$ cat config.mk
export PLATFORM = sky130hd
export DESIGN_NAME = bpfa_queue
export DESIGN_NICKNAME = d
export VERILOG_FILES = /design/src/sv/bpfa_pkg.sv /design/src/sv/bpfa_queue.sv
export SDC_FILE = /design/constraint.sdc
export NUM_CORES = 1
export LEC_CHECK = 0
export ABC_AREA = 1
export BUFFER_PORTS_ARGS = -buffer_cell sky130_fd_sc_hd__buf_2
export CAP_MARGIN = 10
export CELL_PAD_IN_SITES_DETAIL_PLACEMENT = 1
export CELL_PAD_IN_SITES_GLOBAL_PLACEMENT = 1
export CORE_ASPECT_RATIO = 1.75
export CORE_MARGIN = 2
export CORE_UTILIZATION = 47
export DETAILED_ROUTE_END_ITERATION = 8
export PLACE_DENSITY_LB_ADDON = 0.1
export SYNTH_ARGS = -nofsm -noshare
export SYNTH_HDL_FRONTEND = slang
export SYNTH_SLANG_ARGS = --single-unit
$ cat constraint.sdc
create_clock -name clk -period 4.7 [get_ports clk]
set_input_delay 0.235 -clock clk [delete_from_list [all_inputs] [get_ports clk]]
set_output_delay 0.235 -clock clk [all_outputs]
set_load 0.05 [all_outputs]
$ cat src/sv/bpfa_pkg.sv
// shared types, sizes and codes for the bitmap page frame allocator
// no dependencies; imported by every module of the block
`default_nettype none

package bpfa_pkg;

  // sizing
  localparam int NUM_PAGES  = 4096;
  localparam int PAGE_SHIFT = 12;
  localparam int ADDR_W     = 24;
  localparam int CNT_W      = 13;
  localparam int PIDX_W     = $clog2(NUM_PAGES);
  localparam int WORD_W     = 64;
  localparam int BIT_W      = $clog2(WORD_W);
  localparam int NWORDS     = NUM_PAGES / WORD_W;
  localparam int WIDX_W     = $clog2(NWORDS);
  localparam int STEP       = 8;
  localparam int STEP_W     = $clog2(STEP);

  // request codes
  localparam logic FUNC_ALLOC = 1'b0;
  localparam logic FUNC_FREE  = 1'b1;

  // status codes
  localparam logic [2:0] ST_OK      = 3'd0;
  localparam logic [2:0] ST_ZERO    = 3'd1;
  localparam logic [2:0] ST_EXCEEDS = 3'd2;
  localparam logic [2:0] ST_NORUN   = 3'd3;
  localparam logic [2:0] ST_RANGE   = 3'd4;

  typedef enum logic [1:0] {
    CMD_REPORT,
    CMD_ALLOC,
    CMD_FREE
  } cmd_kind_t;

  typedef struct packed {
    logic              func;
    logic [ADDR_W-1:0] frame_address;
    logic [CNT_W-1:0]  page_count;
  } req_t;

  typedef struct packed {
    logic [2:0]        status;
    logic [ADDR_W-1:0] run_address;
    logic [CNT_W-1:0]  free_pages;
  } rsp_t;

  // classified item passed from front to back
  typedef struct packed {
    cmd_kind_t         kind;
    logic [2:0]        status;
    logic [CNT_W-1:0]  count;
    logic [PIDX_W-1:0] idx;
    logic [CNT_W-1:0]  total;
  } cmd_t;

endpackage

`default_nettype wire

$ cat src/sv/bpfa_queue.sv
// two-entry queue of classified items between front and back
// depends on bpfa_pkg
`default_nettype none

module bpfa_queue (
  input  wire            clk,
  input  wire            rst,
  input  wire            push,
  input  bpfa_pkg::cmd_t push_cmd,
  input  wire            pop,
  output logic           valid,
  output bpfa_pkg::cmd_t head
);
  import bpfa_pkg::*;

  cmd_t       slots [2];
  logic       wr_ptr;
  logic       rd_ptr;
  logic [1:0] fill;

  assign valid = (fill != 2'd0);
  assign head  = slots[rd_ptr];

  // pointers and fill level
  always_ff @(posedge clk) begin
    if (rst) begin
      wr_ptr <= 1'b0;
      rd_ptr <= 1'b0;
      fill   <= 2'd0;
    end else begin
      if (push && fill != 2'd2) wr_ptr <= !wr_ptr;
      if (pop && valid) rd_ptr <= !rd_ptr;
      case ({push && fill != 2'd2, pop && valid})
        2'b10:   fill <= fill + 2'd1;
        2'b01:   fill <= fill - 2'd1;
        default: fill <= fill;
      endcase
    end
  end

  // payload slots
  always_ff @(posedge clk) begin
    if (push && fill != 2'd2) slots[wr_ptr] <= push_cmd;
  end

endmodule

`default_nettype wire

==> metrics.md <==
| Metric | Value |
|---|---|
| Antenna Nets Post-Route | 0 |
| YS warnings | 0 |
| Crit. End Element | primary output |
| Final wirelength | between 6000 and 7000 µm |
| Detailed Route Iter0 Violations | slightly above 80 |
| Hpwl dp | 4140 µm |
| Pwr per Cell Area | between 500 and 600 nW/µm² |
| Status | finished, final reports clean |
| # DRC | 0 |
| Peak VDD IR | around 0.37 mV |
| Yosys reg bits | 91 |
| Boundary pin count | around 90 |
| # nets final | about 320 |
| Fmax | a little over 400 MHz |
| Final setup viols | 0 |
| Type of the worst setup path | reg2out |
| Pin count of the biggest net entering global routing | between 40 and 50 |
| Num CTS Buffers | 9 |
| Synthesized net count | 220 |
| Via Count | approximately 1,800 |
| MaxCap Viol Count | 0 |
| Final Max Tran Viols | 0 |
| Most frequent cells in the layout | buf_2, edfxtp_1, mux2_4, nor2_1, clkbuf_16 |
| Die Span X | 69.7 µm |
| RSZ-0062 raised after global routing | no |
| All-Layer GR Usage | 0.158 |
| H-Tree Depth | 3 |
| Vias in the first global route | 1,939 |
| Layout area overhead | 22.6% |
| Synth cell types | 14 |
| Core box area | approximately 7500 µm² |
| Gr ovfl total | 0 |
| Tightest Pin Transition | between 0.9 and 1 ns |
| Worst Path Required | 4.47 ns |
| Clock buffer depth | 2 |
| Via density per instance | 4.91 |
| Critical Path Source Type | flop |
| CP max FO | 23 |
| Sequential share of the synthesized area | 0.755 |
| Starting Density | 0.476 |
| Commonest non-fill, non-tap cell in the layout | buf_2 |
| Clk slew on worst S/H paths | 0.06 ns |
| # rows | 42 |
| Leakage | 1.75 nW |
| Initial antenna violation count | 0 |
| Final setup TNS | 0 ns |
| Setup bufs post-CTS | 0 |
| Worst EP arrival | between 2 and 2.5 ns |
| Syn Area/Cell | 20.7 µm² |
| Routability cong. | ~0.68 |
| Ant diodes | 0 |
| Relative slew slack | 0.373 |
| Period minus WS final | around 2.5 ns |
| Synth Instances | 172 |
| Hold slack | roughly 0.09 ns |
| DR WL/cell | 16.7 µm |
| Die area | approximately 8300 µm² |
| Hold buffer count at cts | 0 |
| Worst-Skew Late Latency | around 0.33 ns |
| CTS tree | built |
| Clock Skew | ~0.0026 ns |
| Synth Cell Area | about 3600 µm² |
| Root buf cell | clkbuf_16 |
| Share of layout cells above drive strength 1 | 0.553 |
| # clock sinks | between 90 and 100 |
| HP Class | in2reg |
| PortBufs | 90 |
| Drt pass-1 iters | 4 |
| Final Hold Vio Count | 0 |
| CTS resizes | 0 |
| Die height | between 100 and 150 µm |
| Global-route wire length before repair | around 9500 µm |
| Fin crit share | 0.524 |
-- cells in the mapped netlist, drive strengths merged --
| master | number | area share |
|---|---|---|
| ha | 1 | 0.0035 |
| nand4 | 1 | 0.0018 |
| edfxtp | 86 | 0.73 |
| buf | 5 | 0.026 |
| o21ai | 2 | 0.0028 |
| inv | 9 | 0.0095 |
| mux2 | 43 | 0.18 |
| a21boi | 1 | 0.0032 |
| a21oi | 1 | 0.0014 |
| nand2 | 8 | 0.0084 |
| nor2 | 10 | 0.011 |
| dfxtp | 5 | 0.028 |
-- worst paths after layout --
| path | slack (ns) | to | start | cells after the start |
|---|---|---|---|---|
| setup / recovery | 2.24 | head[31] | flop | 3 |
| hold / removal | 0.09 | slots[0][21]$_DFFE_PP_ | push_cmd[21] | 1 |
| setup reg to reg | 2.87 | slots[1][38]$_DFFE_PP_ | fill[0]$_SDFFE_PP0P_ | 4 |
| hold reg to reg | 0.51 | rd_ptr$_SDFFE_PP0P_ | rd_ptr$_SDFFE_PP0P_ | 2 |
-- final cells by class --
type	count	area [µm²]
timing repair buffer	92	465
clock buffer	10	229
tap	88	110
sequential	91	2680
inverter	9	33.8
multi-input combinational	67	754
fill	731	3110
clock inverter	6	80.1
-- cells by family (layout without fill, tap and decap cells) --
| kind of cell | count (synthesis) | after routing | share of synthesized area |
|---|---|---|---|
| AOI/OAI and AO/OA | 4 | 4 | 0.00739 |
| and+or+nand+nor | 19 | 19 | 0.0208 |
| muxes | 43 | 43 | 0.178 |
| DFF | 91 | 91 | 0.755 |
| buffers and inverters | 14 | 117 | 0.0352 |
| adders and majority gates | 1 | 1 | 0.00352 |
-- power by group --
| part | switching (mW) | internal [mW] | total [mW] |
|---|---|---|---|
| Combinational | 0.459 | 0.219 | 0.678 |
| Sequential | 0.0478 | 0.993 | 1.04 |
| Clock | 0.273 | 0.461 | 0.733 |
-- per-stage QoR --
| step | util | setup slack, ns | std cells | total power [mW] | area, µm² |
|---|---|---|---|---|---|
| 4_1_cts | 0.584 | 2.19 | 363 | 2.48 | 4360 |
| 3_3_place_gp | 0.542 | 2.56 | 347 | 1.73 | 4050 |
| 3_5_place_dp | 0.542 | 2.56 | 347 | 1.75 | 4050 |
| 5_1_grt | 0.584 | 2.10 | 363 | 2.55 | 4360 |
| 6_report | 0.584 | 2.24 | 363 | 2.45 | 4360 |
| 2_1_floorplan | - | 1.81 | 172 | 1.64 | 3550 |
-- metal layers --
metal / vias up / track usage / share of wire / wire [µm]
met2: 65 / 0.290 / 0.57 / 3440
li1: 845 / - / - / -
met3: 14 / 0.0499 / 0.057 / 344
met1: 858 / 0.151 / 0.34 / 2060
met5: - / 0 / 0 / 0
met4: 0 / 0.0938 / 0.038 / 233
-- flip-flops by register name (all words and copies together), names as in the netlist, named ones only --
signal  count
slots      86
wr_ptr      1
rd_ptr      1
fill        2
-- worst max-delay path, cell delays in order (launching register included) --
cell and delay (ns):
dfxtp_2 0.78, buf_4 0.51, mux2_2 0.38, buf_2 0.21
(Power assumes the default switching activity.)
