### src/sv/bpfa_pkg.sv
// shared types, sizes and codes for the bitmap page frame allocator
// no dependencies; imported by every module of the block
`default_nettype none

package bpfa_pkg;

  // sizing
  localparam int NUM_PAGES  = 4096;
  localparam int PAGE_SHIFT = 12;
  localparam int ADDR_W     = 24;
  localparam int CNT_W      = 13;
  localparam int PIDX_W     = $clog2(NUM_PAGES);
  localparam int WORD_W     = 64;
  localparam int BIT_W      = $clog2(WORD_W);
  localparam int NWORDS     = NUM_PAGES / WORD_W;
  localparam int WIDX_W     = $clog2(NWORDS);
  localparam int STEP       = 8;
  localparam int STEP_W     = $clog2(STEP);

  // request codes
  localparam logic FUNC_ALLOC = 1'b0;
  localparam logic FUNC_FREE  = 1'b1;

  // status codes
  localparam logic [2:0] ST_OK      = 3'd0;
  localparam logic [2:0] ST_ZERO    = 3'd1;
  localparam logic [2:0] ST_EXCEEDS = 3'd2;
  localparam logic [2:0] ST_NORUN   = 3'd3;
  localparam logic [2:0] ST_RANGE   = 3'd4;

  typedef enum logic [1:0] {
    CMD_REPORT,
    CMD_ALLOC,
    CMD_FREE
  } cmd_kind_t;

  typedef struct packed {
    logic              func;
    logic [ADDR_W-1:0] frame_address;
    logic [CNT_W-1:0]  page_count;
  } req_t;

  typedef struct packed {
    logic [2:0]        status;
    logic [ADDR_W-1:0] run_address;
    logic [CNT_W-1:0]  free_pages;
  } rsp_t;

  // classified item passed from front to back
  typedef struct packed {
    cmd_kind_t         kind;
    logic [2:0]        status;
    logic [CNT_W-1:0]  count;
    logic [PIDX_W-1:0] idx;
    logic [CNT_W-1:0]  total;
  } cmd_t;

endpackage

`default_nettype wire

### src/sv/bpfa_front.sv
// front end: takes items, holds the page limit register, classifies requests
// depends on bpfa_pkg
`default_nettype none

module bpfa_front (
  input  wire               clk,
  input  wire               rst,
  input  wire               start,
  output logic              busy,
  input  bpfa_pkg::req_t    req,
  input  wire               cfg_valid,
  output logic              cfg_ready,
  input  wire [12:0]        cfg_data,
  input  wire [12:0]        free_pages,
  input  wire               done,
  output logic              push,
  output bpfa_pkg::cmd_t    cmd
);
  import bpfa_pkg::*;

  logic [CNT_W-1:0] pages_in_use;
  logic [CNT_W-1:0] total;
  logic [CNT_W:0]   free_end;
  logic [PIDX_W-1:0] idx;

  assign cfg_ready = 1'b1;
  assign push      = start && !busy;

  // page limit register and busy flag
  always_ff @(posedge clk) begin
    if (rst) begin
      pages_in_use <= CNT_W'(NUM_PAGES);
      busy         <= 1'b0;
    end else begin
      if (cfg_valid && cfg_ready) pages_in_use <= cfg_data;
      if (push) busy <= 1'b1;
      else if (done) busy <= 1'b0;
    end
  end

  // classify the item
  always_comb begin
    total    = (pages_in_use > CNT_W'(NUM_PAGES)) ? CNT_W'(NUM_PAGES) : pages_in_use;
    idx      = req.frame_address[ADDR_W-1 -: PIDX_W];
    free_end = (CNT_W+1)'(idx) + (CNT_W+1)'(req.page_count);
    cmd.status = ST_OK;
    cmd.count  = req.page_count;
    cmd.idx    = idx;
    cmd.total  = total;
    cmd.kind   = CMD_REPORT;
    if (req.func == FUNC_ALLOC) begin
      if (req.page_count == '0) cmd.status = ST_ZERO;
      else if (req.page_count > free_pages) cmd.status = ST_EXCEEDS;
      else cmd.kind = CMD_ALLOC;
    end else begin
      if (req.page_count == '0) cmd.status = ST_OK;
      else if (free_end > (CNT_W+1)'(total)) cmd.status = ST_RANGE;
      else cmd.kind = CMD_FREE;
    end
  end

endmodule

`default_nettype wire

### config.mk
export PLATFORM = sky130hd
export DESIGN_NAME = bpfa_front
export DESIGN_NICKNAME = d
export VERILOG_FILES = /design/src/sv/bpfa_pkg.sv /design/src/sv/bpfa_front.sv
export SDC_FILE = /design/constraint.sdc
export NUM_CORES = 1
export LEC_CHECK = 0
export ABC_AREA = 1
export BUFFER_PORTS_ARGS = -buffer_cell sky130_fd_sc_hd__buf_2
export CORE_MARGIN = 5
export CORE_UTILIZATION = 50
export DETAILED_ROUTE_END_ITERATION = 8
export GPL_ROUTABILITY_DRIVEN = 0
export PLACE_DENSITY = 0.87
export SYNTH_ARGS = -nofsm -noshare
export SYNTH_HDL_FRONTEND = slang
export SYNTH_SLANG_ARGS = --single-unit
### constraint.sdc
create_clock -name clk -period 6 [get_ports clk]
set_clock_uncertainty 0.1 [all_clocks]
set_input_delay 0.9 -clock clk [delete_from_list [all_inputs] [get_ports clk]]
set_output_delay 0.9 -clock clk [all_outputs]
set_load 0.01 [all_outputs]
==> key figures <==
Run status
  • Status: complete, no violations

Synth
  • Synth area leader: ha_1
  • Compound-Gate Fraction of Synth Area: 11.1%
  • Mux share of post-synthesis cell area: 0%
  • Largest family of logic cells by synthesized area: simple AND/OR/NAND/NOR gates
  • Synthesized cell area: 2200 um2
  • Post-Syn Instances: 359
  • Area share of fa/ha/maj cells after synthesis: 22.5%
  • Top-area cell type share of the netlist area: 21.6%
  • XOR/XNOR share of the synthesized area: 3.58%
  • Top cells by area, synth: ha_1 (22%), nand2_1 (14%), dfxtp_1 (13%)
  • Seq/Total Area, Yosys: 12.7%
  • Simple-gate area share of the yosys netlist: 30.7%
  • Mean area per synthesized cell: 6.13 um2
  • Synth cell types: 27
  • Warnings from Yosys: 0
  • Flops & latches, synth: 14
  • Mapped Nets: 467

Critical path
  • CP most frequent cell: nand2_1
  • Register-to-register setup slack: 5.18 ns
  • CP delay by family, top: simple AND/OR/NAND/NOR gates
  • Crit-path slowest cell: fa_1
  • CP max FO: 4
  • Worst path bufs/invs: 2
  • Crit path arrival time: 3.41 ns
  • Data required, critical path: 5.00 ns
  • Critical Path Sink Type: output pin
  • WS Path Type: in2out
  • CP peak stage delay: 0.47 ns
  • Worst Setup Start Kind: input pin
  • Cells along the critical path: buf_2 > ha_1 > fa_1 > nand3_1 > nand2_1 > nand3_1 > nand3_1 > nand2_1 > nand2_1 > ha_1 > nand3_1 > nor3_1 > nand2_1 > nand2_1 > nand2_1 > a21oi_1 > buf_2

Drt
  • # DRC: 0
  • WL per Instance: 11.6 um
  • DRT Pass-1 Iters: 4
  • Routed vias/inst: 4.98
  • Initial DRC Count: 162
  • Number of routed nets with antenna violations: 0
  • Final wirelength: 5630 um
  • Via count: 2413

Job
  • MaxCap Viol Count: 0

Clock network
  • Num CTS Buffers: 3
  • Number of H-tree levels: 1
  • Post CTS Setup Buffer Count: 0
  • CTS tree: done
  • Reg clk slew, reported paths: 0.05 ns
  • CTS resizes: 0
  • Post-CTS Hold Buffers: 0
  • Worst-case clock buffer depth: 2
  • Clk sinks: 14
  • Clock Root Buffer: clkbuf_8
  • Worst-Skew Late Latency: 0.24 ns

Layout
  • Diode count: 0
  • Final net count: 543
  • Area Overhead vs Synth: 18.2%
  • Share of layout cells above drive strength 1: 25.9%
  • Final instance area: 2600 um2
  • Multi-input gate area: 1500 um2
  • Fillers: 430
  • Most common cell after layout, fill and taps aside: buf_2
  • Final core occ: 60.2%
  • Sequential Area: 280 um2
  • Most frequent cells in the layout: buf_2 (101), nand2_1 (83), inv_1 (56)

Floorplan
  • Die width: 76.4 um
  • Num rows: 24
  • Initial Utilization: 50.9%
  • Ports: 115
  • Core area: 4320 um2
  • Die area: 5830 um2
  • Die H: 76.4 um

Power and ir drop
  • Max IR drop VDD: 0.0880 mV
  • Power per cell area: 152 nW/um2
  • Leakage: 1.62 nW

Timing
  • Fin crit share: 73.6%
  • Setup tns final: 0 ns
  • Final setup viols: 0
  • Final hold vios: 0
  • Slew Viols, Final: 0
  • Unrepaired setup endpoints after global routing: no
  • Fin crit period: 4.41 ns
  • FMAX: 227 MHz

Global route
  • Global-route wire length before repair: 9270 um
  • Initial antenna violation count: 0
  • Overall routing resource usage: 18.3%
  • Vias in the first global route: 2232
  • Grt ovf: 0
  • Largest net degree at the start of global routing: 15

Placed design
  • # port buffers: 101
  • Placement Cell Area: 2560 um2
  • Final HPWL DP: 4890 um

Min path
  • HP Class: reg2reg
[through the flow]
step	hold slack [ns]	power, mW	cells	setup WS, ns
global route	0.441	0.432	485	1.30
CTS	0.400	0.397	485	1.58
floorplan	0.348	0.262	359	2.05
global placement	0.388	0.312	482	1.65
finish	0.405	0.395	485	1.59
detailed placement	0.389	0.320	482	1.59
[where the power goes]
group	switching, mW	internal, mW	leakage (nW)
Sequential	0.00489	0.0997	0.116
Combinational	0.125	0.0895	1.49
Clock	0.0310	0.0444	0.0216
Total	0.161	0.234	1.62
[cells by family after synthesis]
logic type                 after synthesis
and+or+nand+nor                        162
buffers and inverters                   87
AOI/OAI and AO/OA                       47
adders and majority gates               39
DFF                                     14
xor gates and xnor gates                 9
other                                    1
[final timing paths]
path / from / end / cells past startpoint
max: req[0] / cmd[40] / 17
min: pages_in_use[0]$_SDFFE_PP0P_ / pages_in_use[0]$_SDFFE_PP0P_ / 2
max reg2reg: pages_in_use[12]$_SDFFE_PP1P_ / pages_in_use[12]$_SDFFE_PP1P_ / 2
min reg2reg: pages_in_use[0]$_SDFFE_PP0P_ / pages_in_use[0]$_SDFFE_PP0P_ / 2
[layer usage]
metal	vias up	part of all wire [%]	track usage [%]
li1	1269	-	-
met1	1070	40	21.7
met2	70	52	33.6
met3	4	6.9	3.31
met4	0	0.83	4.20
met5	-	0	0
[registers in the layout (all words and copies together), names as in the netlist]
signal,count
pages_in_use,13
busy,1
[tightest hold or removal path, delay by kind of cell, from the launching register on]
kind	cells	cell delay (ns)
AO/OA/AOI/OAI	1	0.06
flip-flops	1	0.32
buffers and inverters	1	0.07
[layout make-up]
| cell class | instances | share of cell area, % |
|---|---|---|
| Sequential cell | 14 | 10.8 |
| Multi-Input combinational cell | 258 | 57.5 |
| Inverter | 57 | 8.22 |
| Clock buffer | 3 | 1.59 |
| Timing Repair Buffer | 101 | 19.4 |
| Tap cell | 52 | 2.50 |
[cells in the mapped netlist]
master and number:
nor2_2 3, dfxtp_1 14, nand3b_1 1, nor3_1 8, buf_4 26, o21a_1 1, nand4_1 2, nand2_2 3
clkbuf_1 4, nor2_1 43, nor4_1 4, o21ai_1 1, nand3_1 14, conb_1 1, inv_1 56, nor3_2 1
ha_1 38, nand2_1 83, fa_1 1, inv_2 1, o21ai_0 18, xnor2_1 4, xor2_1 5, a21o_1 1
a21oi_1 24, a31oi_1 1, o21bai_1 1
No activity file was read; power rests on OpenSTA's default activity.
